$ cat config.mk
export PLATFORM = sky130hd
export DESIGN_NAME = hex_ring_spiral_positions_core
export DESIGN_NICKNAME = d
export VERILOG_FILES = /design/src/rtl/hrsp_pkg.sv /design/src/rtl/hex_ring_spiral_positions_core.sv /design/src/rtl/hrsp_ctrl.sv /design/src/rtl/hrsp_dp.sv
export SDC_FILE = /design/constraint.sdc
export NUM_CORES = 1
export LEC_CHECK = 0
export BUFFER_PORTS_ARGS = -buffer_cell sky130_fd_sc_hd__buf_2
export CAP_MARGIN = 20
export CORE_ASPECT_RATIO = 0.5
export CORE_MARGIN = 2
export CORE_UTILIZATION = 50
export DETAILED_ROUTE_END_ITERATION = 10
export GPL_TIMING_DRIVEN = 0
export PLACE_DENSITY = 0.66
export SYNTH_ARGS = -nofsm -noshare
export SYNTH_HDL_FRONTEND = slang
export SYNTH_HIERARCHICAL = 1
export SYNTH_SLANG_ARGS = --single-unit
$ cat constraint.sdc
create_clock -name clk -period 10.2 [get_ports clk]
set_input_delay 3.06 -clock clk [delete_from_list [all_inputs] [get_ports clk]]
set_output_delay 3.06 -clock clk [all_outputs]
set_load 0.02 [all_outputs]
$ cat src/rtl/hrsp_pkg.sv
// ----------------------------------------------------------------------------
// hrsp_pkg
// Shared types and constants for the hexagonal ring spiral position generator.
// ----------------------------------------------------------------------------
package hrsp_pkg;

	// Largest count accepted; larger requests saturate here.
	localparam int MAX_PLANES = 64;

	// sqrt(3) in Q14.
	localparam int SQRT3_Q14 = 28378;

	// Rounding bias and shift for the Q14 product.
	localparam int Q14_SHIFT = 14;
	localparam logic [33:0] Q14_HALF = 34'(1 << (Q14_SHIFT - 1));

	typedef enum logic [1:0] {
		ST_IDLE,
		ST_WALK,
		ST_DRAIN
	} ctrl_state_t;

	// Controller to datapath.
	typedef struct packed {
		logic load;   // latch count, restart the walk
		logic issue;  // emit the current walk position, advance
	} dp_cmd_t;

	// Datapath to controller.
	typedef struct packed {
		logic issue_last;   // current walk position is the final one
		logic pipe_active;  // items still in the multiply stages
	} dp_sts_t;

	// |b| * sqrt3 in Q14, |b| up to 7.
	function automatic logic [17:0] sqrt3_mult(input logic [2:0] mag);
		logic [17:0] r;
		case (mag)
			3'd0:    r = 18'd0;
			3'd1:    r = 18'(SQRT3_Q14);
			3'd2:    r = 18'(2 * SQRT3_Q14);
			3'd3:    r = 18'(3 * SQRT3_Q14);
			3'd4:    r = 18'(4 * SQRT3_Q14);
			3'd5:    r = 18'(5 * SQRT3_Q14);
			3'd6:    r = 18'(6 * SQRT3_Q14);
			default: r = 18'(7 * SQRT3_Q14);
		endcase
		return r;
	endfunction

endpackage

$ cat src/rtl/hex_ring_spiral_positions_core.sv
// ----------------------------------------------------------------------------
// hex_ring_spiral_positions_core
// Emits N hexagonal-lattice positions in spiral order for one count item:
// centre first, then ring k with 6k points counter-clockwise from (2k, 0).
// ----------------------------------------------------------------------------
//
//  channel   handshake              payload
//  -------   ---------------------  -----------------------------------------
//  command   start / busy           plane_count
//  config    cfg_valid / cfg_ready  spacing_radius (Q8.8)
//  result    result_valid strobe    x_lattice, y_lattice, x_pos, y_pos,
//                                   last_item
//
//  An item is taken when start is high and busy is low. Its N results
//  (N = count, 0 read as 1, capped at MAX_PLANES) come one per cycle; the
//  first reaches the ports through the walk state and the three pipeline
//  registers. busy falls at the edge that takes the last one, and the
//  next item can be taken at the following edge.
//  The walk issues one position a cycle; the three stage multiply pipeline
//  (lattice point, products, rounding) carries each position to the ports.
//  Results are a one-cycle strobe; the receiver cannot stall them.
//  Reset (arst_n low) idles the block and sets the radius to 1.0 (256).
//  The radius register only takes writes while the block is idle.
//
module hex_ring_spiral_positions_core
	import hrsp_pkg::*;
(
	input  logic               clk,
	input  logic               arst_n,
	// command
	input  logic               start,
	output logic               busy,
	input  logic [6:0]         plane_count,
	// configuration
	input  logic               cfg_valid,
	output logic               cfg_ready,
	input  logic [15:0]        spacing_radius,
	// results
	output logic               result_valid,
	output logic signed [4:0]  x_lattice,
	output logic signed [3:0]  y_lattice,
	output logic signed [20:0] x_pos,
	output logic signed [20:0] y_pos,
	output logic               last_item
);

	dp_cmd_t cmd;
	dp_sts_t sts;

	// radius writes are held off while a run is in flight
	assign cfg_ready = ~busy;

	hrsp_ctrl u_ctrl (
		.clk    (clk),
		.arst_n (arst_n),
		.start  (start),
		.sts    (sts),
		.cmd    (cmd),
		.busy   (busy)
	);

	hrsp_dp u_dp (
		.clk          (clk),
		.arst_n       (arst_n),
		.cmd          (cmd),
		.sts          (sts),
		.plane_count  (plane_count),
		.radius_we    (cfg_valid & cfg_ready),
		.radius_wdata (spacing_radius),
		.result_valid (result_valid),
		.x_lattice    (x_lattice),
		.y_lattice    (y_lattice),
		.x_pos        (x_pos),
		.y_pos        (y_pos),
		.last_item    (last_item)
	);

endmodule

$ cat src/rtl/hrsp_ctrl.sv
// ----------------------------------------------------------------------------
// hrsp_ctrl
// Run controller: idle, walk the spiral, drain the multiply pipeline.
// ----------------------------------------------------------------------------
module hrsp_ctrl
	import hrsp_pkg::*;
(
	input  logic    clk,
	input  logic    arst_n,
	input  logic    start,
	input  dp_sts_t sts,
	output dp_cmd_t cmd,
	output logic    busy
);

	ctrl_state_t state_q, state_d;

	always_ff @(posedge clk or negedge arst_n) begin
		if (!arst_n) begin
			state_q <= ST_IDLE;
		end else begin
			state_q <= state_d;
		end
	end

	always_comb begin
		state_d = state_q;
		unique case (state_q)
			ST_IDLE: begin
				if (start) state_d = ST_WALK;
			end
			ST_WALK: begin
				if (sts.issue_last) state_d = ST_DRAIN;
			end
			ST_DRAIN: begin
				if (!sts.pipe_active) state_d = ST_IDLE;
			end
			default: state_d = ST_IDLE;
		endcase
	end

	always_comb begin
		cmd.load  = 1'b0;
		cmd.issue = 1'b0;
		busy      = 1'b1;
		unique case (state_q)
			ST_IDLE: begin
				busy     = 1'b0;
				cmd.load = start;
			end
			ST_WALK: begin
				cmd.issue = 1'b1;
			end
			ST_DRAIN: begin
			end
			default: begin
				busy = 1'b0;
			end
		endcase
	end

endmodule

$ cat src/rtl/hrsp_dp.sv
// ----------------------------------------------------------------------------
// hrsp_dp
// Datapath: spiral walk counters, lattice point, scaling pipeline.
// ----------------------------------------------------------------------------
module hrsp_dp
	import hrsp_pkg::*;
(
	input  logic               clk,
	input  logic               arst_n,
	input  dp_cmd_t            cmd,
	output dp_sts_t            sts,
	input  logic [6:0]         plane_count,
	input  logic               radius_we,
	input  logic [15:0]        radius_wdata,
	output logic               result_valid,
	output logic signed [4:0]  x_lattice,
	output logic signed [3:0]  y_lattice,
	output logic signed [20:0] x_pos,
	output logic signed [20:0] y_pos,
	output logic               last_item
);

	// configuration
	logic [15:0] radius_q;

	// walk state
	logic [2:0] ring_q;   // 0 = centre
	logic [2:0] side_q;   // side of the ring, 0..5
	logic [2:0] step_q;   // step along the side, 0..ring-1
	logic [6:0] count_q;  // positions issued in this run
	logic [6:0] limit_q;  // positions to issue

	logic [6:0]        limit_d;
	logic signed [4:0] k, j, a_w, b_w;
	logic              issue_last;

	// stage 1: lattice point
	logic              valid_s1, last_s1;
	logic signed [4:0] a_s1;
	logic signed [3:0] b_s1;

	// stage 2: products
	logic              valid_s2, last_s2, yneg_s2;
	logic signed [4:0] a_s2;
	logic signed [3:0] b_s2;
	logic signed [20:0] x_s2;
	logic [33:0]       yprod_s2;

	// stage 3: output registers
	logic              valid_s3, last_s3;
	logic signed [4:0] a_s3;
	logic signed [3:0] b_s3;
	logic signed [20:0] x_s3, y_s3;

	logic [2:0]         bmag;
	logic signed [21:0] xprod;
	logic [33:0]        yround;
	logic [20:0]        ymag;

	always_ff @(posedge clk or negedge arst_n) begin
		if (!arst_n) begin
			radius_q <= 16'd256;
		end else if (radius_we) begin
			radius_q <= radius_wdata;
		end
	end

	// zero reads as one, saturate at the maximum
	always_comb begin
		if (plane_count == 7'd0) begin
			limit_d = 7'd1;
		end else if (plane_count > 7'(MAX_PLANES)) begin
			limit_d = 7'(MAX_PLANES);
		end else begin
			limit_d = plane_count;
		end
	end

	assign issue_last = ((count_q + 7'd1) == limit_q);

	always_ff @(posedge clk or negedge arst_n) begin
		if (!arst_n) begin
			ring_q  <= '0;
			side_q  <= '0;
			step_q  <= '0;
			count_q <= '0;
			limit_q <= 7'd1;
		end else if (cmd.load) begin
			ring_q  <= '0;
			side_q  <= '0;
			step_q  <= '0;
			count_q <= '0;
			limit_q <= limit_d;
		end else if (cmd.issue) begin
			count_q <= count_q + 7'd1;
			if (ring_q == 3'd0) begin
				ring_q <= 3'd1;
				side_q <= '0;
				step_q <= '0;
			end else if (step_q == ring_q - 3'd1) begin
				step_q <= '0;
				if (side_q == 3'd5) begin
					side_q <= '0;
					ring_q <= ring_q + 3'd1;
				end else begin
					side_q <= side_q + 3'd1;
				end
			end else begin
				step_q <= step_q + 3'd1;
			end
		end
	end

	// position on the ring, counter-clockwise from vertex (2k, 0)
	assign k = $signed({2'b00, ring_q});
	assign j = $signed({2'b00, step_q});

	always_comb begin
		if (ring_q == 3'd0) begin
			a_w = '0;
			b_w = '0;
		end else begin
			case (side_q)
				3'd0: begin
					a_w = (k <<< 1) - j;
					b_w = j;
				end
				3'd1: begin
					a_w = k - (j <<< 1);
					b_w = k;
				end
				3'd2: begin
					a_w = -k - j;
					b_w = k - j;
				end
				3'd3: begin
					a_w = j - (k <<< 1);
					b_w = -j;
				end
				3'd4: begin
					a_w = (j <<< 1) - k;
					b_w = -k;
				end
				default: begin
					a_w = k + j;
					b_w = j - k;
				end
			endcase
		end
	end

	// pipeline valids
	always_ff @(posedge clk or negedge arst_n) begin
		if (!arst_n) begin
			valid_s1 <= 1'b0;
			valid_s2 <= 1'b0;
			valid_s3 <= 1'b0;
		end else begin
			valid_s1 <= cmd.issue;
			valid_s2 <= valid_s1;
			valid_s3 <= valid_s2;
		end
	end

	assign bmag  = b_s1[3] ? 3'(-b_s1) : b_s1[2:0];
	assign xprod = $signed({1'b0, radius_q}) * a_s1;

	assign yround = yprod_s2 + Q14_HALF;
	assign ymag   = 21'(yround >> Q14_SHIFT);

	always_ff @(posedge clk) begin
		a_s1    <= a_w;
		b_s1    <= b_w[3:0];
		last_s1 <= issue_last;

		a_s2     <= a_s1;
		b_s2     <= b_s1;
		last_s2  <= last_s1;
		yneg_s2  <= b_s1[3];
		x_s2     <= xprod[20:0];
		yprod_s2 <= 34'(radius_q * sqrt3_mult(bmag));

		a_s3    <= a_s2;
		b_s3    <= b_s2;
		last_s3 <= last_s2;
		x_s3    <= x_s2;
		y_s3    <= yneg_s2 ? -$signed(ymag) : $signed(ymag);
	end

	assign sts.issue_last  = issue_last;
	assign sts.pipe_active = valid_s1 | valid_s2;

	assign result_valid = valid_s3;
	assign x_lattice    = a_s3;
	assign y_lattice    = b_s3;
	assign x_pos        = x_s3;
	assign y_pos        = y_s3;
	assign last_item    = last_s3;

endmodule

Word level (Yosys, flattened, before mapping)
Index checks and enable logic that the tools add are counted. W data, S select, Z words.

Output and inout port bits: 55. Logic and storage cells: 109. Bits in registers: 172. Input port bits: 27.

Reduce and logical (&&, ||, !) cells: 12. Bitwise operators: 3. Multipliers: 2. Equality and inequality tests: 18. $add $sub $neg: 18. Muxes and demuxes: 30. Magnitude comparators: 1.

Operators by type and width (number): $pmux W18 S7 (1); $mux W3 (15); $add A34 B14 Y34 const B (1); $mul A16 B18 Y34 (1); $mux W7 (4); $pmux W5 S5 (1); $mul A17 B5 Y21 (1); $neg A20 Y21 (1); $mux W20 (1); $pmux W4 S5 (1); $eq A3 B3 Y1 const B (5); $eq A3 B2 Y1 const B (4); $sub A3 B4 Y5 (2); $sub A4 B3 Y5 (2); $add A3 B1 Y3 const B (3); $logic_not A3 Y1 (3); $sub A3 B3 Y4 (2); $add A7 B1 Y7 const B (1); $eq A7 B7 Y1 (1); $gt A7 B7 Y1 const B (1); $logic_not A7 Y1 (1); $eq A3 B1 Y1 const B (2); $mux W2 (3); $pmux W2 S3 (1); 21 further kinds (26).

Longest topological paths before layout
Gate-level depths: netlist of run 1.

Depth in word-level cells: 6. Gate-level depth with buffers: 32.

Hierarchy
The synthesis of run 1 kept the hierarchy.

By module, submodules not included: hrsp_dp (sequential area each 3335.7 µm², times used 1, cells each 1910, area an instance 17853.4 µm²); hrsp_ctrl (sequential area each 50.0 µm², times used 1, cells each 16, area an instance 176.4 µm²); hex_ring_spiral_positions_core (sequential area each 0.0 µm², times used 1, cells each 2, area an instance 10.0 µm²).

Least setup slack after synthesis of run 1
No wires, ideal clock.

Path kind: register -> register. From: register u_dp.b_s1[0]. To: register u_dp.yprod_s2[32]. Setup time: 0.120 ns. Buffers on the path: 3. Slack: 2.846 ns. Data required time: 10.080 ns. Stages on the path, launching flop included: 32. Period minus slack after synthesis: 7.354 ns. Arrival time: 7.233 ns. Cells stage by stage: dfxtp_1 -> clkbuf_1 -> inv_1 -> ha_1 -> nor2b_1 -> xnor2_1 -> inv_1 -> a21oi_1 -> or2_2 -> clkbuf_1 -> buf_2 -> nand2_1 -> fa_1 -> inv_1 -> fa_1 -> inv_1 -> fa_1 -> inv_1 -> fa_1 -> fa_1 -> inv_1 -> fa_1 -> inv_1 -> ha_1 -> nand2_1 -> o21ai_0 -> nor2_1 -> a31oi_2 -> nand4_1 -> a21oi_1 -> o221ai_1 -> xnor2_1.

Longest elaborated chain between the ends: 5.

Ends and longest elaborated chain: start, declared (line hrsp_dp.sv:40) `logic signed [3:0] b_s1;`; start signal, assigned (line hrsp_dp.sv:173) `b_s1 <= b_w[3:0];`; $neg A3 Y3 (line hrsp_dp.sv:165) `assign bmag = b_s1[3] ? 3'(-b_s1) : b_s1[2:0];`; $mux W3 * (line hrsp_dp.sv:165); $eq A3 B3 Y1 (tied with other cells) (line hrsp_pkg.sv:38) `case (mag)`; $pmux W18 S7 * (line hrsp_pkg.sv:38); $mul A16 B18 Y34 * (line hrsp_dp.sv:181) `yprod_s2 <= 34'(radius_q * sqrt3_mult(bmag));`; end signal, assigned (line hrsp_dp.sv:181); end, declared (line hrsp_dp.sv:47) `logic [33:0] yprod_s2;`.

Every way passes the cells marked *; elsewhere a longest branch is shown, timed or not. A chain may end at the register's enable or synchronous reset.

Worst setup path after layout of run 1
Ends and elaborated chain as after synthesis.

==> results of run 1 <==
## layout by cell type, fill, tap and decap left out, types with 25 or more instances in the layout
| master | synthesis | routed |
|---|---|---|
| inv_1 | 345 | 345 |
| fa_1 | 258 | 258 |
| ha_1 | 181 | 181 |
| nand2_1 | 176 | 176 |
| and2_1 | 158 | 158 |
| dfxtp_1 | 114 | 114 |
| buf_2 | 6 | 87 |
| xnor2_1 | 71 | 71 |
| clkbuf_1 | 70 | 70 |
| a21oi_1 | 65 | 65 |
| nor2_1 | 65 | 65 |
| dfrtp_1 | 42 | 42 |
| o21ai_0 | 42 | 42 |
| xor2_1 | 36 | 36 |
| nand2b_1 | 34 | 34 |
| nor2b_1 | 25 | 25 |
## registers in the layout, indices dropped and copies added, names as in the netlist, 4 cells and up
| register | flops |
|---|---|
| u_dp/y_pos | 21 |
| u_dp/a_s1 | 5 |
| u_dp/x_s2 | 21 |
| u_dp/x_lattice | 5 |
| u_dp/x_pos | 21 |
| u_dp/y_lattice | 4 |
| u_dp/a_s2 | 5 |
| u_dp/count_q | 7 |
| u_dp/limit_q | 7 |
| u_dp/b_s1 | 4 |
| u_dp/radius_q | 16 |
| u_dp/b_s2 | 4 |
| u_dp/yprod_s2 | 21 |
## logic make-up after synthesis
logic type	share of synthesized area, %
AOI/OAI and AO/OA	7.650
xor gates and xnor gates	5.195
adders and majority gates	41.18
buffers and inverters	9.051
DFF	18.77
muxes	1.893
and+or+nand+nor	16.26
## routing by layer
layer	part of all wire, %	up-vias	wire length [um]
met5	0	-	0
met4	1.8	0	772
met3	7.7	60	3326
met2	44	421	18920
met1	47	6336	20060
li1	-	6247	-
## per-stage QoR
stage / hold WS [ps] / area, um^2
6_report: 319.6 / 19680
3_5_place_dp: 312.1 / 19050
4_1_cts: 327.1 / 19660
3_3_place_gp: 311.2 / 19050
5_1_grt: 334.8 / 19680
2_1_floorplan: 309.6 / 18040
## how the worst min path moves through the flow
stage                                     end  slack (ps)             startpoint
floorplan              u_dp/last_item$_DFF_P_         310   u_dp/last_s2$_DFF_P_
global route        u_dp/x_lattice[1]$_DFF_P_         330   u_dp/a_s2[1]$_DFF_P_
finish                 u_dp/x_pos[20]$_DFF_P_         320  u_dp/x_s2[20]$_DFF_P_
CTS                    u_dp/x_pos[20]$_DFF_P_         330  u_dp/x_s2[20]$_DFF_P_
global placement    u_dp/x_lattice[0]$_DFF_P_         310   u_dp/a_s2[0]$_DFF_P_
detailed placement  u_dp/x_lattice[0]$_DFF_P_         310   u_dp/a_s2[0]$_DFF_P_
## layout make-up
| cell class | count | share of cell area (%) |
|---|---|---|
| Sequential cell | 158 | 17.20 |
| Inverter | 346 | 6.600 |
| Clock inverter | 14 | 0.8011 |
| Buffer | 82 | 1.698 |
| Timing Repair Buffer | 82 | 2.162 |
| Clock buffer | 18 | 2.289 |
| Multi-Input combinational cell | 1342 | 66.17 |
| Tap cell | 484 | 3.077 |
## cell usage after synthesis (all sizes together) (36+ instances only)
library cell / count / area, um^2
inv: 345 / 1295
fa: 258 / 5165
ha: 181 / 2265
nand2: 176 / 660.6
and2: 160 / 1003
dfxtp: 114 / 2282
xnor2: 71 / 621.9
clkbuf: 70 / 262.8
nor2: 66 / 250.2
a21oi: 65 / 325.3
o21ai: 46 / 241.5
dfrtp: 42 / 1051
xor2: 36 / 315.3
==> results.tsv, run 1 <==
metric	value	unit
status	finished clean	
cts_tree	done	
regToRegSetupSlack	1090	ps
end_kind	register	
yosysWarnings	6	
cp.arrival	9450	ps
die_w	272.6	um
clock_path_buffers	2	
use_met1	34.04	%
drtIter0Drc	949	
worstMarginPinSlew	829.8	ps
grt_pass1_wl	70840	um
finalWirelength	43080	um
critPathLaunchType	register	
placement.io_buffers	81	
ctsHoldBuffers	0	
start_util	50.47	%
cts_buffers	17	
synth_nets	2394	
critical-path-max-stage-delay	580	ps
grt_busiest_layer	met2	
reg2reg_to	u_dp/yprod_s2[32]$_DFF_P_	
hold_viol	0	
dr.pass1.iters	6	
setup_violations	0	
layout-drive-gt1-share	8.766	%
rows	49	
postSynthAreaPerCell	9.357	um^2
vias	13060	
gp_congestion	0.9429	
fp.coreArea	35740	um^2
layout_worst_path_cycle_share	89.35	%
critical-path-top-delay-family	adder cells	
clk_pin_slew	80	ps
grt_usage	23.98	%
fin_nets	2495	
ff_latch_area	3386	um^2
hpwl	33980	um
avgRoutedWirePerCell	17.05	um
cp_max_fo	10	
final_util	55.06	%
rsz0062_at_grt	false	
drt-vias-per-instance	5.172	
grt_max_degree	45	
max_slew_margin	44.68	%
postCtsSetupRepairBufs	0	
drv_cap	0	
grt_pass1_vias	13380	
clock_sinks	158	
placedCellCount	2493	
synth_cell_types	83	
die-area	37710	um^2
totalNegativeSetupSlack	0	ps
grt_use_met3	5.715	%
rr_startpoint	u_dp/b_s1[0]$_SDFF_PP0_	
critPathMostFrequentCell	fa_1	
critical_path_class	register to register	
finalWorstSetupSlack	1086	ps
worst_clock_skew	19.43	ps
antenna_found_initial	0	
n_fill_cell	3235	
grt_use_met2	36.90	%
syn_area	18040	um^2
min_path_type	register to register	
grt-ovfl-total	0	
critPathSlowestCell	fa_1	
multi_input_area	13020	um^2
synth_edf_count	0	
r2r_cells	28	
hold_depth	0	
cp_num_buf_inv	7	
synthToLayoutAreaGrowth	9.086	%
synthCells	1928	
place_ws	1191	ps
final_cells	2526	
async_flop_share	27.85	%
diodes	0	
cts-resized-gates	0	
cts_root_buffer	clkbuf_16	
worstSetupEndpoint	u_dp/yprod_s2[32]$_DFF_P_	
die_h	138.3	um
cts-htree-levels	4	
synth-main-ff-cell	dfxtp_1	
crit_path_start	u_dp/b_s1[0]$_SDFF_PP0_	
path_depth	28	
ys_ff_latch	158	
drtAntennaViolNets	0	
required	10540	ps
ios	82	
clk_latency	460	ps
seq_area_frac_synth	18.77	%
drcViolationCount	0	
slew_viol_final	0	
fin_crit	9114	ps
max_freq	109.7	MHz
Power of run 1 is left out: the tool's default activity adds up to more than one toggle a clock period on the data nets, which glitch-free logic cannot reach.
==> run 2, diff against run 1 <==
Settings changed: REMOVE_ABC_BUFFERS from default to 1.
==> run 2 against run 1 <==
Die area unchanged. First-iteration DRC count down 31%. Register-to-register slack better by 450 ps. Critical path type unchanged. Largest cell class unchanged.
==> results.tsv, run 2 (synthesis results as in run 1) <==
metric	value	unit
grt_busiest_layer	met2	
hold_path.startpoint	u_dp/x_s2[1]$_DFF_P_	
synthToLayoutAreaGrowth	8.011	%
fin_crit	8668	ps
clock_sinks	158	
hold_viol	0	
final_cell_mix	inv_1, fa_1, ha_1, nand2_1, and2_1	
die_h	138.3	um
r2r_cells	28	
finalWirelength	39320	um
vias	12720	
placement.io_buffers	81	
layout_worst_path_cycle_share	84.98	%
grt_max_degree	45	
cp.arrival	8990	ps
grt_use_met3	4.707	%
avgRoutedWirePerCell	16.07	um
drcViolationCount	0	
cts-htree-levels	4	
final_util	54.51	%
cts_root_buffer	clkbuf_16	
regToRegSetupSlack	1530	ps
use_met1	32.06	%
max_slew_margin	35.30	%
diodes	0	
die_w	272.6	um
whs	318.1	ps
ctsHoldBuffers	0	
drtAntennaViolNets	0	
critPathSlowestCell	dfxtp_1	
finalWorstSetupSlack	1532	ps
final_common_cell	inv_1	
rows	49	
slew_viol_final	0	
min_path_type	register to register	
n_fill_cell	3218	
rr_startpoint	u_dp/b_s1[0]$_SDFF_PP0_	
cts_buffers	17	
grt_use_met2	33.73	%
cp_max_fo	22	
postCtsSetupRepairBufs	0	
ios	82	
grt_pass1_vias	12950	
fp.coreArea	35740	um^2
clk_pin_slew	80	ps
place_ws	1586	ps
end_kind	register	
layout-drive-gt1-share	8.919	%
fin_nets	2415	
cts-resized-gates	0	
worstMarginPinSlew	970.5	ps
setup_violations	0	
drv_cap	0	
max_freq	115.4	MHz
worst_clock_skew	13.98	ps
hpwl	30130	um
rsz0062_at_grt	false	
critPathLaunchType	register	
required	10530	ps
antenna_found_initial	0	
totalNegativeSetupSlack	0	ps
drt-vias-per-instance	5.200	
clk_latency	450	ps
grt_usage	21.98	%
reg2reg_to	u_dp/yprod_s2[32]$_DFF_P_	
critical-path-max-stage-delay	810	ps
status	finished clean	
die-area	37710	um^2
drtIter0Drc	651	
gp_congestion	0.8843	
grt-ovfl-total	0	
grt_pass1_wl	66360	um
crit_path_start	u_dp/b_s1[0]$_SDFF_PP0_	
critical_path_class	register to register	
dr.pass1.iters	5	
cts_tree	done	
start_util	50.47	%
worstSetupEndpoint	u_dp/yprod_s2[32]$_DFF_P_	
clock_path_buffers	2	
## run 2: layer usage
layer	wire length (um)	part of all wire [%]
met5	0	0
met2	17350	44
met4	473	1.2
met3	2566	6.5
met1	18930	48
## run 2: how the worst min path moves through the flow
stage | end | depth (start not counted)
finish | u_dp/x_pos[1]$_DFF_P_ | 0
CTS | u_dp/x_pos[1]$_DFF_P_ | 0
global route | u_dp/y_lattice[1]$_DFF_P_ | 0
detailed placement | u_dp/x_pos[13]$_DFF_P_ | 0
floorplan | u_dp/last_item$_DFF_P_ | 0
global placement | u_dp/x_pos[8]$_DFF_P_ | 0
## run 2: layout make-up
cell class	instances	area (um^2)	share of cell area [%]
inverter	346	1299	6.665
clock buffer	17	425.4	2.183
multi-input combinational	1342	13040	66.90
tap	484	605.6	3.108
clock inverter	15	279.0	1.432
sequential	158	3386	17.38
timing repair buffer	84	455.4	2.337
## run 2: worst max-delay path: cells and delay by family (launching register included)
family                     cells  cell delay [ps]
xor gates and xnor gates       2              370
DFF                            1              810
buffers and inverters          6              550
adders and majority gates      8             3740
AOI/OAI and AO/OA              4             1110
and+or+nand+nor                8             1950
## run 2: through the flow
stage          instances  area, um^2
2_1_floorplan       1846       17710
3_3_place_gp        2411       18720
3_5_place_dp        2413       18750
4_1_cts             2445       19460
5_1_grt             2446       19480
6_report            2446       19480
Power of run 2 is left out for the same reason.
